[config.mk]
export PLATFORM = sky130hd
export DESIGN_NAME = hlpim_fifo
export DESIGN_NICKNAME = d
export VERILOG_FILES = /design/src/design/hlpim_pkg.sv /design/src/design/hlpim_fifo.sv
export SDC_FILE = /design/constraint.sdc
export NUM_CORES = 1
export LEC_CHECK = 0
export ABC_AREA = 1
export ABC_CLOCK_PERIOD_IN_PS = 3440
export BUFFER_PORTS_ARGS = -buffer_cell sky130_fd_sc_hd__buf_4
export CAP_MARGIN = 10
export CELL_PAD_IN_SITES_DETAIL_PLACEMENT = 0
export CELL_PAD_IN_SITES_GLOBAL_PLACEMENT = 2
export CORE_UTILIZATION = 42
export CTS_CLUSTER_SIZE = 30
export DETAILED_ROUTE_END_ITERATION = 10
export GPL_ROUTABILITY_DRIVEN = 0
export HOLD_SLACK_MARGIN = 0.15
export PLACE_DENSITY_LB_ADDON = 0.15
export SETUP_SLACK_MARGIN = 0.2
export SLEW_MARGIN = 20
export SYNTH_ARGS = -nofsm -noshare
export SYNTH_HDL_FRONTEND = slang
export SYNTH_SLANG_ARGS = --single-unit
[constraint.sdc]
create_clock -name aclk -period 3.44 [get_ports aclk]
set_input_delay 0.516 -clock aclk [delete_from_list [all_inputs] [get_ports aclk]]
set_output_delay 0.516 -clock aclk [all_outputs]
set_load 0.03 [all_outputs]
[src/design/hlpim_pkg.sv]
// Shared types, constants and trig table builder for the Hough line-pair
// intersection mean block. No dependencies.
`timescale 1ns / 1ps
package hlpim_pkg;

    localparam int MAX_LINES_DEF   = 64;
    localparam int ANGLE_STEPS_DEF = 180;
    localparam int TRIG_FRAC_DEF   = 15;

    localparam int RHO_W   = 11;
    localparam int ANGLE_W = 8;
    localparam int X_W     = 24;
    localparam int PC_OUT_W = 11;
    localparam int TRIG_W_MAX = 26;
    localparam int ANGLE_CODES = 256;
    localparam int FIFO_DEPTH = 4;

    localparam longint PI_Q30 = 64'sd3373259426;
    localparam int X_MAX = 8388607;
    localparam int X_MIN = -8388608;

    typedef enum logic {CMD_STORE, CMD_DROP} cmd_kind_t;

    typedef struct packed {
        cmd_kind_t                 kind;
        logic                      last;
        logic signed [RHO_W-1:0]   rho;
        logic [ANGLE_W-1:0]        angle;
    } cmd_t;

    typedef enum logic [3:0] {
        S_IDLE, S_RD, S_TRIG, S_MUL, S_SUB, S_DIVGO, S_DIVW, S_MEAN, S_MEANW, S_OUT
    } back_state_t;

    typedef logic signed [TRIG_W_MAX-1:0] trig_tab_t [ANGLE_CODES];

    // Shift-and-subtract quotient of two non-negative values, table build only
    function automatic longint udiv(longint num, longint den);
        longint qv;
        longint rv;
        int     b;
        qv = 0;
        rv = 0;
        for (b = 62; b >= 0; b--) begin
            rv = (rv <<< 1) | ((num >>> b) & 64'sd1);
            if (rv >= den) begin
                rv = rv - den;
                qv = qv | (64'sd1 <<< b);
            end
        end
        return qv;
    endfunction

    function automatic longint series_q30(longint x, bit cosine);
        longint term;
        longint sum;
        longint n;
        int     k;
        term = cosine ? (64'sd1 <<< 30) : x;
        sum  = term;
        n    = cosine ? 0 : 1;
        for (k = 1; k <= 12; k++) begin
            term = (((term * x) >>> 30) * x) >>> 30;
            term = udiv(term, (n + 1) * (n + 2));
            n    = n + 2;
            if (k % 2 == 1) begin
                sum = sum - term;
            end else begin
                sum = sum + term;
            end
        end
        return sum;
    endfunction

    function automatic longint to_frac(longint v_in, int Fb);
        longint v;
        longint r;
        v = (v_in < 0) ? 64'sd0 : v_in;
        r = (v + (64'sd1 <<< (29 - Fb))) >>> (30 - Fb);
        if (r > (64'sd1 <<< Fb)) begin
            r = 64'sd1 <<< Fb;
        end
        return r;
    endfunction

    // Table indexed by the raw 8-bit angle code
    function automatic trig_tab_t build_tab(int Steps, int Fb, bit cosine);
        trig_tab_t t;
        longint    idx;
        longint    i;
        longint    j;
        longint    x;
        longint    r;
        bit        flip;
        bit        cneg;
        int        a;
        for (a = 0; a < ANGLE_CODES; a++) begin
            idx = udiv(longint'(a) * Steps, 180);
            if (idx >= 2 * Steps) begin
                idx = 2 * Steps - 1;
            end
            i    = idx;
            flip = 1'b0;
            if (i >= Steps) begin
                i    = i - Steps;
                flip = 1'b1;
            end
            cneg = (2 * i > Steps);
            j    = cneg ? (Steps - i) : i;
            x    = udiv(j * PI_Q30, Steps);
            r    = to_frac(series_q30(x, cosine), Fb);
            if (cosine && cneg) begin
                r = -r;
            end
            if (flip) begin
                r = -r;
            end
            t[a] = TRIG_W_MAX'(r);
        end
        return t;
    endfunction

endpackage

[src/design/hlpim_fifo.sv]
// Short command queue between the front and back parts.
// Depends on hlpim_pkg.
`timescale 1ns / 1ps
module hlpim_fifo import hlpim_pkg::*; (
    input  logic aclk,
    input  logic aresetn,
    input  logic push,
    input  cmd_t push_cmd,
    output logic full,
    input  logic pop,
    output logic empty,
    output cmd_t head
);
    localparam int PW = $clog2(FIFO_DEPTH);

    cmd_t          mem_reg [FIFO_DEPTH];
    logic [PW-1:0] wr_reg, rd_reg;
    logic [PW:0]   fill_reg;

    assign full  = (fill_reg == (PW+1)'(FIFO_DEPTH));
    assign empty = (fill_reg == '0);
    assign head  = mem_reg[rd_reg];

    always_ff @(posedge aclk) begin
        if (push) begin
            mem_reg[wr_reg] <= push_cmd;
        end
    end

    always_ff @(posedge aclk) begin
        if (!aresetn) begin
            wr_reg   <= '0;
            rd_reg   <= '0;
            fill_reg <= '0;
        end else begin
            if (push) begin
                wr_reg <= wr_reg + 1'b1;
            end
            if (pop) begin
                rd_reg <= rd_reg + 1'b1;
            end
            if (push && !pop) begin
                fill_reg <= fill_reg + 1'b1;
            end else if (pop && !push) begin
                fill_reg <= fill_reg - 1'b1;
            end
        end
    end
endmodule

==> impl_results.md, run 1 <==
* Vias post-DR at 2,105
* CTS tree: done
* Cell Pwr Density at 553 mW/mm^2
* Lkg Pwr at 1.54 nW
* IO Pins at 48
* Worst-path clk slew at 0.09 ns
* Synthesized net count at 293
* CP bufs+invs at 2
* Worst path max stage delay at 0.84 ns
* XOR/XNOR Fraction of Synth Area at 0%
* Max-Slew Margin vs Limit at 34.1%
* Die area at 0.00897 mm^2
* Largest net degree at the start of global routing at 43
* Post-route core utilization at 50.7%
* Unrepaired setup endpoints after global routing: false
* Port Buf Inserts at 47
* Clk sinks at 93
* Setup Crit Path Kind: register to output port
* Mean Syn Cell Area at 13.8 um^2
* Root buffer cell: clkbuf_8
* Starting DRC count in detailed routing at 130
* Avg WL per Cell at 15.2 um
* H-tree Lvls at 3
* Slowest-stage cell, CP: dfxtp_1
* DRC violations left at 0
* Most frequent cells in the layout: edfxtp_1, buf_4, nor2_1
* Synth warn at 0
* Post-DR vias/cell at 5.02
* Max reg flops at 84
* Compound-Gate Fraction of Synth Area at 11.2%
* # setup viols final at 0
* Hold EP: mem_reg[2][5]
* Tcrit/Tclk final at 75.7%
* Register bit total from synthesis at 93
* Synth Cell Area at 0.00361 mm^2
* Final WL at 6.35 mm
* Critical R2R Launch: wr_reg[0]
* RR Endpoint: mem_reg[0][20]
* DRT Pass-1 Iters at 4
* Ant diodes at 0
* Worst EP required at 2.92 ns
* Maximum root-to-sink buffer count at 2
* CP Capture Type: output port
* DP Wirelength at 3.74 mm
* Commonest non-fill, non-tap cell in the layout: edfxtp_1
* Status: complete, no violations
* Min-delay src: push_cmd[5]
* Core area at 0.00826 mm^2
* Synth Area in Simple Gates at 6.55%
* Setup TNS at 0 ns
* Post-route ant nets at 0
* Final Net Count at 340
* Flop-to-flop setup slack at 1.70 ns
* Die Y at 94.7 um
* WHS Path Cells at 1
* Reg2Reg Depth at 4
* # hold bufs at CTS at 0
* Worst Tran Pin Value at 0.988 ns
* TritonCTS buffer count at 9
* Mux contribution to synthesized area at 0%
* Final min period at 2.60 ns
* Worst setup SP type: register
* Adder-Cell Fraction of Synth Area at 2.29%
* Share of cells above drive strength 1 at 22.3%
* Critical Path Fanout Max at 22
* Seq/Total Area, Yosys at 74.8%
* Tot Pwr at 0.00231 W
* FMAX at 0.384 GHz
* Remaining Overflow, GRT at 0
* Gr usage total at 16.0%
* # Max-Cap Violations at 0
* # fillers at 743
* Top Family by Delay on Critical Path: flip-flops
* Synthesized instance count at 262
* WP data arrival at 2.09 ns
* Num rows at 33
* Final Max Tran Viols at 0
* Worst hold path class: primary input to register
* Main combinational cell family by area after synthesis: compound AO/OA/AOI/OAI gates
* Worst IR Drop VDD at 0.250 mV
* Antenna violations before repair at 0
* First-pass GRT wire length at 10.2 mm
* Fin. Hold Viols at 0
* Starting density of the core at 43.7%
* Worst-Skew Late Latency at 0.35 ns
* Yosys cell types at 21
* Critical-path cell list: inv_2 > o21ai_0 > o22ai_2 > buf_4
* Vias in the first global route at 2,007
* Die Wd at 94.7 um
* P&R area growth vs syn at 15.9%
* Post-CTS setup buffers at 0
* Post-cts resize count at 0
* Setup Skew at 0.00994 ns
cells by family (layout without fill, tap and decap cells):
kind of cell	after synthesis	in the layout
buffers and inverters	30	82
adders and majority gates	6	6
DFF	93	93
and+or+nand+nor	60	60
AOI/OAI and AO/OA	73	73
per-layer routing:
metal	vias to the layer above	part of all wire (%)	track usage, %
met3	11	4.4	3.30
met1	1001	45	20.6
met4	0	2.1	7.83
met5	-	0	0
met2	47	49	25.6
li1	1046	-	-
synth_stat cells:
cell type,instances,area (um^2)
a21oi_1,4,20.0
buf_2,4,20.0
buf_4,2,15.0
buf_6,7,78.8
dfxtp_1,9,180
edfxtp_1,84,2520
fa_1,1,20.0
ha_1,5,62.6
inv_1,15,56.3
inv_2,1,3.75
inv_8,1,11.3
nand2_1,9,33.8
nand3_1,1,5.00
nand4_1,1,6.26
nor2_1,45,169
nor2_2,2,12.5
nor3_1,2,10.0
o21ai_0,29,145
o21ai_1,19,95.1
o22ai_1,19,119
o22ai_2,2,25.0
worst max path at each step:
stage / start / endpoint / slack (ns) / cells after the start
6_report: register / head[16] / 0.84 / 4
4_1_cts: register / head[16] / 0.77 / 4
5_1_grt: register / head[16] / 0.60 / 4
3_3_place_gp: register / head[16] / 1.23 / 4
3_5_place_dp: register / head[16] / 1.18 / 4
2_1_floorplan: register / head[10] / 1.78 / 5
power by group:
group,total [W],internal [W],switching [W]
logic,0.000311,0.000109,0.000201
clock network,0.000692,0.000332,0.000360
registers,0.00131,0.00129,0.0000256
total,0.00231,0.00173,0.000587
stage by stage:
stage / instance area (um^2) / cells / hold WS, ns / setup slack [ns]
2_1_floorplan: 3610 / 262 / 0.412 / 1.78
3_3_place_gp: 4000 / 403 / 0.446 / 1.23
3_5_place_dp: 4000 / 403 / 0.441 / 1.18
4_1_cts: 4190 / 419 / 0.345 / 0.769
5_1_grt: 4190 / 419 / 0.336 / 0.598
6_report: 4190 / 419 / 0.355 / 0.837
final cells by class:
class | count | area (um^2) | area share [%]
sequential | 93 | 2700 | 64.6
multi-input combinational | 139 | 723 | 17.3
tap | 105 | 131 | 3.14
inverter | 17 | 71.3 | 1.70
timing repair buffer | 49 | 368 | 8.79
clock inverter | 7 | 66.3 | 1.58
clock buffer | 9 | 124 | 2.96
Power figures use the tool's default switching activity.
==> inputs of run 2 (changes only) <==
ABC_CLOCK_PERIOD_IN_PS = 2600   (was 3440)
CORE_UTILIZATION = 39   (was 42)
clock period = 2.6 ns   (was 3.44 ns; I/O delays follow)
==> run 2 against run 1 <==
The flow now finishes with violations (DRC). Flip-flop and latch count unchanged. Critical path depth unchanged. Clock skew grew 0.0025 ns. Clock-buffer cell count grew 2. Global-route usage decreased by 0.84 points. Routed wire length grew 5.7%. Die area rose by 7.5%. Setup slack worse by 0.48 ns. Cell count increased by 1.7%. Sequential power grew 32%. Hold slack worse by 0.12 ns.
==> impl_results.md, run 2 (synthesized netlist as in run 1, its figures left out) <==
* Status: finished, violations left
* Failing checks: DRC
* Largest net degree at the start of global routing at 43 (unchanged)
* Port Buf Inserts at 47 (unchanged)
* CP Capture Type: output port
* WP data arrival at 1.85 ns (-0.24 ns)
* TritonCTS buffer count at 9 (unchanged)
* Vias post-DR at 2,108 (+0.14%)
* Die Wd at 98.2 um (+3.7%)
* IO Pins at 48 (unchanged)
* Worst hold path class: primary input to register
* Final Max Tran Viols at 0 (unchanged)
* Fin. Hold Viols at 0 (unchanged)
* Cell Pwr Density at 734 mW/mm^2 (+33%)
* Remaining Overflow, GRT at 0 (unchanged)
* Tot Pwr at 0.00311 W (+34%)
* DRT Pass-1 Iters at 9 (+5)
* Post-route core utilization at 47.8% (-2.9 points)
* Lkg Pwr at 1.55 nW (+1.1%)
* # fillers at 822 (+11%)
* Root buffer cell: clkbuf_8
* Post-cts resize count at 0 (unchanged)
* Setup TNS at 0 ns (unchanged)
* Most frequent cells in the layout: edfxtp_1, buf_4, nor2_1
* Starting density of the core at 40.8% (-2.9 points)
* # Max-Cap Violations at 0 (unchanged)
* Die area at 0.00965 mm^2 (+7.5%)
* Setup Skew at 0.0125 ns (+0.00253 ns)
* Clk sinks at 93 (unchanged)
* Worst-path clk slew at 0.09 ns (about the same)
* Max-Slew Margin vs Limit at 66.7% (+33 points)
* Worst-Skew Late Latency at 0.35 ns (about the same)
* Tcrit/Tclk final at 86.2%
* Critical Path Fanout Max at 24 (+9.1%)
* Worst Tran Pin Value at 0.500 ns (-0.488 ns)
* Antenna violations before repair at 0 (unchanged)
* # hold bufs at CTS at 0 (unchanged)
* Unrepaired setup endpoints after global routing: false
* Post-DR vias/cell at 4.95 (-1.5%)
* Vias in the first global route at 2,090 (+4.1%)
* Setup Crit Path Kind: register to output port
* Post-CTS setup buffers at 0 (unchanged)
* Worst EP required at 2.21 ns (-0.71 ns)
* Worst IR Drop VDD at 0.319 mV (+28%)
* FMAX at 0.446 GHz
* Worst setup SP type: register
* CTS tree: done
* Die Y at 98.2 um (+3.7%)
* Sequential Area at 0.00270 mm^2 (about the same)
* Max reg flops at 84 (unchanged)
* Ant diodes at 0 (unchanged)
* Post-route ant nets at 0 (unchanged)
* Core area at 0.00885 mm^2 (+7.2%)
* Num rows at 34 (+3.0%)
* Final Net Count at 344 (+1.2%)
* DRC violations left at 1 (+1)
* Commonest non-fill, non-tap cell in the layout: edfxtp_1
* DP Wirelength at 3.94 mm (+5.3%)
* Multi-input logic area at 723 um^2 (unchanged)
* Maximum root-to-sink buffer count at 2 (unchanged)
* P&R area growth vs syn at 17.2%
* # setup viols final at 0 (unchanged)
* Share of cells above drive strength 1 at 23.6% (+1.3 points)
* Gr usage total at 15.1% (-0.84 points)
* Final min period at 2.24 ns
* Starting DRC count in detailed routing at 145 (+12%)
* Final WL at 6.72 mm (+5.7%)
* Avg WL per Cell at 15.8 um (+4.0%)
* First-pass GRT wire length at 10.8 mm (+5.2%)
* H-tree Lvls at 3 (unchanged)
## run 2: final cells by class
class,instances,area share (%)
clock inverter,5,1.39
multi-input combinational,139,17.1
tap,108,3.19
sequential,93,63.9
inverter,17,1.69
timing repair buffer,53,9.40
clock buffer,11,3.34
## run 2: path summary, 6_finish.rpt
| check | slack, ns | to | cells past startpoint | from |
|---|---|---|---|---|
| max | 0.36 | head[7] | 4 | register |
| min | 0.24 | mem_reg[3][18] | 1 | push_cmd[18] |
| max reg2reg | 1.25 | mem_reg[0][15] | 5 | wr_reg[0] |
| min reg2reg | 0.45 | rd_reg[1] | 1 | rd_reg[1] |
## run 2: routing by layer
metal | GRT usage (%) | vias to the layer above | part of all wire, % | routed length [um]
li1 | - | 1055 | - | -
met1 | 19.2 | 1006 | 46 | 3060
met2 | 25.1 | 39 | 49 | 3270
met3 | 4.37 | 8 | 4.4 | 297
met4 | 4.82 | 0 | 1.3 | 87
met5 | 0 | - | 0 | 0
## run 2: report_power, final
group	total (W)	internal, W	switching, W
combinational	0.000420	0.000149	0.000271
sequential	0.00173	0.00170	0.0000331
clock	0.000953	0.000473	0.000480
total	0.00311	0.00232	0.000784
## run 2: through the flow
stage / hold WS, ns / cell area (um^2) / cells / setup slack [ns]
6_report: 0.239 / 4230 / 426 / 0.360
5_1_grt: 0.215 / 4230 / 426 / 0.227
3_3_place_gp: 0.428 / 4030 / 410 / 0.762
4_1_cts: 0.230 / 4230 / 426 / 0.338
3_5_place_dp: 0.426 / 4030 / 410 / 0.730
2_1_floorplan: 0.412 / 3610 / 262 / 1.07
## run 2: critical path, stage by stage, from the launching register on
cell     delay (ns)
dfxtp_2        0.65
buf_4          0.34
o21ai_0        0.14
o22ai_2        0.18
buf_4          0.19
==> inputs of run 3 (changes only) <==
--- a/config.mk
+++ b/config.mk
@@ -17,5 +17,5 @@
 export GPL_ROUTABILITY_DRIVEN = 0
 export HOLD_SLACK_MARGIN = 0.15
-export PLACE_DENSITY_LB_ADDON = 0.15
+export PLACE_DENSITY_LB_ADDON = 0.1
 export SETUP_SLACK_MARGIN = 0.2
 export SLEW_MARGIN = 20
==> constraint.sdc (replaced) <==
create_clock -name aclk -period 2.6 [get_ports aclk]
set_input_delay 0.13 -clock aclk [delete_from_list [all_inputs] [get_ports aclk]]
set_output_delay 0.13 -clock aclk [all_outputs]
set_load 0.03 [all_outputs]
==> run 3 against run 2 <==
Register-to-register slack worse by 0.33 ns. Power is 0.79% higher. Utilization is 2.7 points higher. Clock power is 0.4% lower. Cell count is 5.6% higher. Design area is 5.6% higher. Clock skew is 0.0035 ns lower. Non-clock buffer count is 24 higher. The run now ends clean. Global-route usage is 0.39 points lower. Flip-flop and latch count stayed put.
==> impl_results.md, run 3 (synthesized netlist as in run 1, its figures left out) <==
* Post-Place Cells at 410 (unchanged)
* First-pass GRT wire length at 10.8 mm (+0.32%)
* Post-cts resize count at 0 (unchanged)
* Post-route ant nets at 0 (unchanged)
* Port Buf Inserts at 47 (unchanged)
* Sequential Power Share at 55.3% (-0.5 points)
* Die area at 0.00965 mm^2 (unchanged)
* Worst hold path class: register to register
* Core area at 0.00885 mm^2 (unchanged)
* Combinational share of power at 14.3% (+0.8 points)
* # Max-Cap Violations at 0 (unchanged)
* Final min period at 1.97 ns (-0.271 ns)
* H-tree Lvls at 3 (unchanged)
* Fin. Hold Viols at 0 (unchanged)
* Vias in the first global route at 2,164 (+3.5%)
* Worst-Skew Late Latency at 0.34 ns (about the same)
* CP bufs+invs at 2 (unchanged)
* Clk sinks at 93 (unchanged)
* DP Wirelength at 4.09 mm (+3.7%)
* Maximum root-to-sink buffer count at 2 (unchanged)
* Remaining Overflow, GRT at 0 (unchanged)
* Worst Tran Pin Value at 0.635 ns (+0.135 ns)
* Top Family by Delay on Critical Path: flip-flops
* Max reg flops at 84 (unchanged)
* Lkg Pwr at 1.66 nW (+6.8%)
* Sequential Area at 0.00270 mm^2 (unchanged)
* Most used cell, CP: buf_4
* Post-DR vias/cell at 4.91 (-0.71%)
* Starting density of the core at 40.8% (unchanged)
* Slowest-stage cell, CP: dfxtp_2
* Setup TNS at 0 ns (unchanged)
* Num rows at 34 (unchanged)
* CP Capture Type: output port
* Unrepaired setup endpoints after global routing: false
* Sw frac at 25.7% (+0.44 points)
* Critical Path Fanout Max at 24 (unchanged)
* Commonest non-fill, non-tap cell in the layout: edfxtp_1
* Status: complete, no violations
* Worst path max stage delay at 0.66 ns (about the same)
* Post-CTS setup buffers at 0 (unchanged)
* Worst-path clk slew at 0.08 ns (about the same)
* Antenna violations before repair at 0 (unchanged)
* Final Net Count at 368 (+7.0%)
* DRC violations left at 0 (-1)
* Cell Pwr Density at 700 mW/mm^2 (-4.6%)
* DRT Pass-1 Iters at 6 (-3)
* Critical-path cell list: buf_4 > o21ai_0 > o22ai_1 > buf_4
* FMAX at 0.508 GHz (+14%)
* Die Wd at 98.2 um (unchanged)
* Worst IR Drop VDD at 0.326 mV (+2.2%)
* Int Power at 0.00233 W (+0.19%)
* Largest net degree at the start of global routing at 43 (unchanged)
* Vias post-DR at 2,211 (+4.9%)
* Avg WL per Cell at 14.6 um (-7.1%)
* Post-route core utilization at 50.5% (+2.7 points)
* Worst EP required at 2.47 ns (+0.26 ns)
* Max-Slew Margin vs Limit at 57.6% (-9.0 points)
* Final Max Tran Viols at 0 (unchanged)
* Psw at 0.000804 W (+2.5%)
* Gr usage total at 14.7% (-0.39 points)
* Non-Filler Instances at 450 (+5.6%)
* Setup Crit Path Kind: register to output port
* Worst setup SP type: register
* Ant diodes at 0 (unchanged)
* Root buffer cell: clkbuf_8
* WP data arrival at 1.84 ns (about the same)
* # hold bufs at CTS at 24 (+24)
* # fillers at 790 (-3.9%)
* IO Pins at 48 (unchanged)
* Final WL at 6.59 mm (-1.9%)
* Starting DRC count in detailed routing at 37 (-74%)
* P&R area growth vs syn at 23.8%
* Share of cells above drive strength 1 at 21.9% (-1.7 points)
* Tcrit/Tclk final at 75.7% (-10 points)
* Most frequent cells in the layout: edfxtp_1, buf_4, nor2_1
* Die Y at 98.2 um (unchanged)
* TritonCTS buffer count at 9 (unchanged)
* # setup viols final at 0 (unchanged)
* Multi-input logic area at 723 um^2 (unchanged)
* Setup Skew at 0.00899 ns (-0.00349 ns)
* Clock power share at 30.3% (-0.4 points)
* CTS tree: done
## run 3: changes by cell type in the layout (fill, tap and decap cells not counted), sizes merged
cell | before | now
clkbuf | 11 | 10
clkinv | 1 | 3
clkinvlp | 2 | 0
dlygate4sd3 | 0 | 24
inv | 18 | 19
## run 3: path summary, 6_finish.rpt
kind	to	start	slack [ns]	cells past startpoint
worst max-delay path	head[8]	register	0.63	4
worst min-delay path	rd_reg[1]	rd_reg[1]	0.44	1
worst max register to register	mem_reg[1][16]	wr_reg[1]	0.92	5
worst min register to register	rd_reg[1]	rd_reg[1]	0.44	1
## run 3: layout make-up
| type | instances | area share, % |
|---|---|---|
| sequential | 93 | 60.5 |
| multi-input combinational | 139 | 16.2 |
| timing repair buffer | 77 | 14.3 |
| tap | 108 | 3.02 |
| clock buffer | 10 | 2.86 |
| inverter | 17 | 1.60 |
| clock inverter | 6 | 1.57 |
## run 3: power by group through the flow
stage          Combinational (W)  Clock, W  Sequential, W
2_1_floorplan           0.000281         0        0.00175
6_report                0.000449  0.000949        0.00173
3_3_place_gp            0.000425         0        0.00177
5_1_grt                 0.000490   0.00103        0.00174
4_1_cts                 0.000456  0.000971        0.00173
3_5_place_dp            0.000427         0        0.00177
## run 3: metrics by stage
stage          cell area, um^2  total power (W)  setup slack (ns)  hold slack [ns]
6_report                  4470          0.00313             0.631            0.443
3_5_place_dp              4030          0.00219             0.899            0.336
5_1_grt                   4470          0.00326             0.517            0.469
2_1_floorplan             3610          0.00203              1.21            0.229
3_3_place_gp              4030          0.00219             0.928            0.334
4_1_cts                   4470          0.00316             0.616            0.445
## run 3: worst reg2reg max path, cell delays in order (launching register included)
cell and delay [ns]:
dfxtp_1 0.33, inv_1 0.10, ha_1 0.16, nand2_1 0.06
inv_1 0.46, buf_4 0.29
## run 3: metal layers
metal  wire [um]  global-route usage (%)  share of wire (%)
met1        3030                    18.2                 46
met2        3240                    25.3                 49
met3         234                    2.93                3.5
met4          94                    6.20                1.4
met5           0                       0                  0
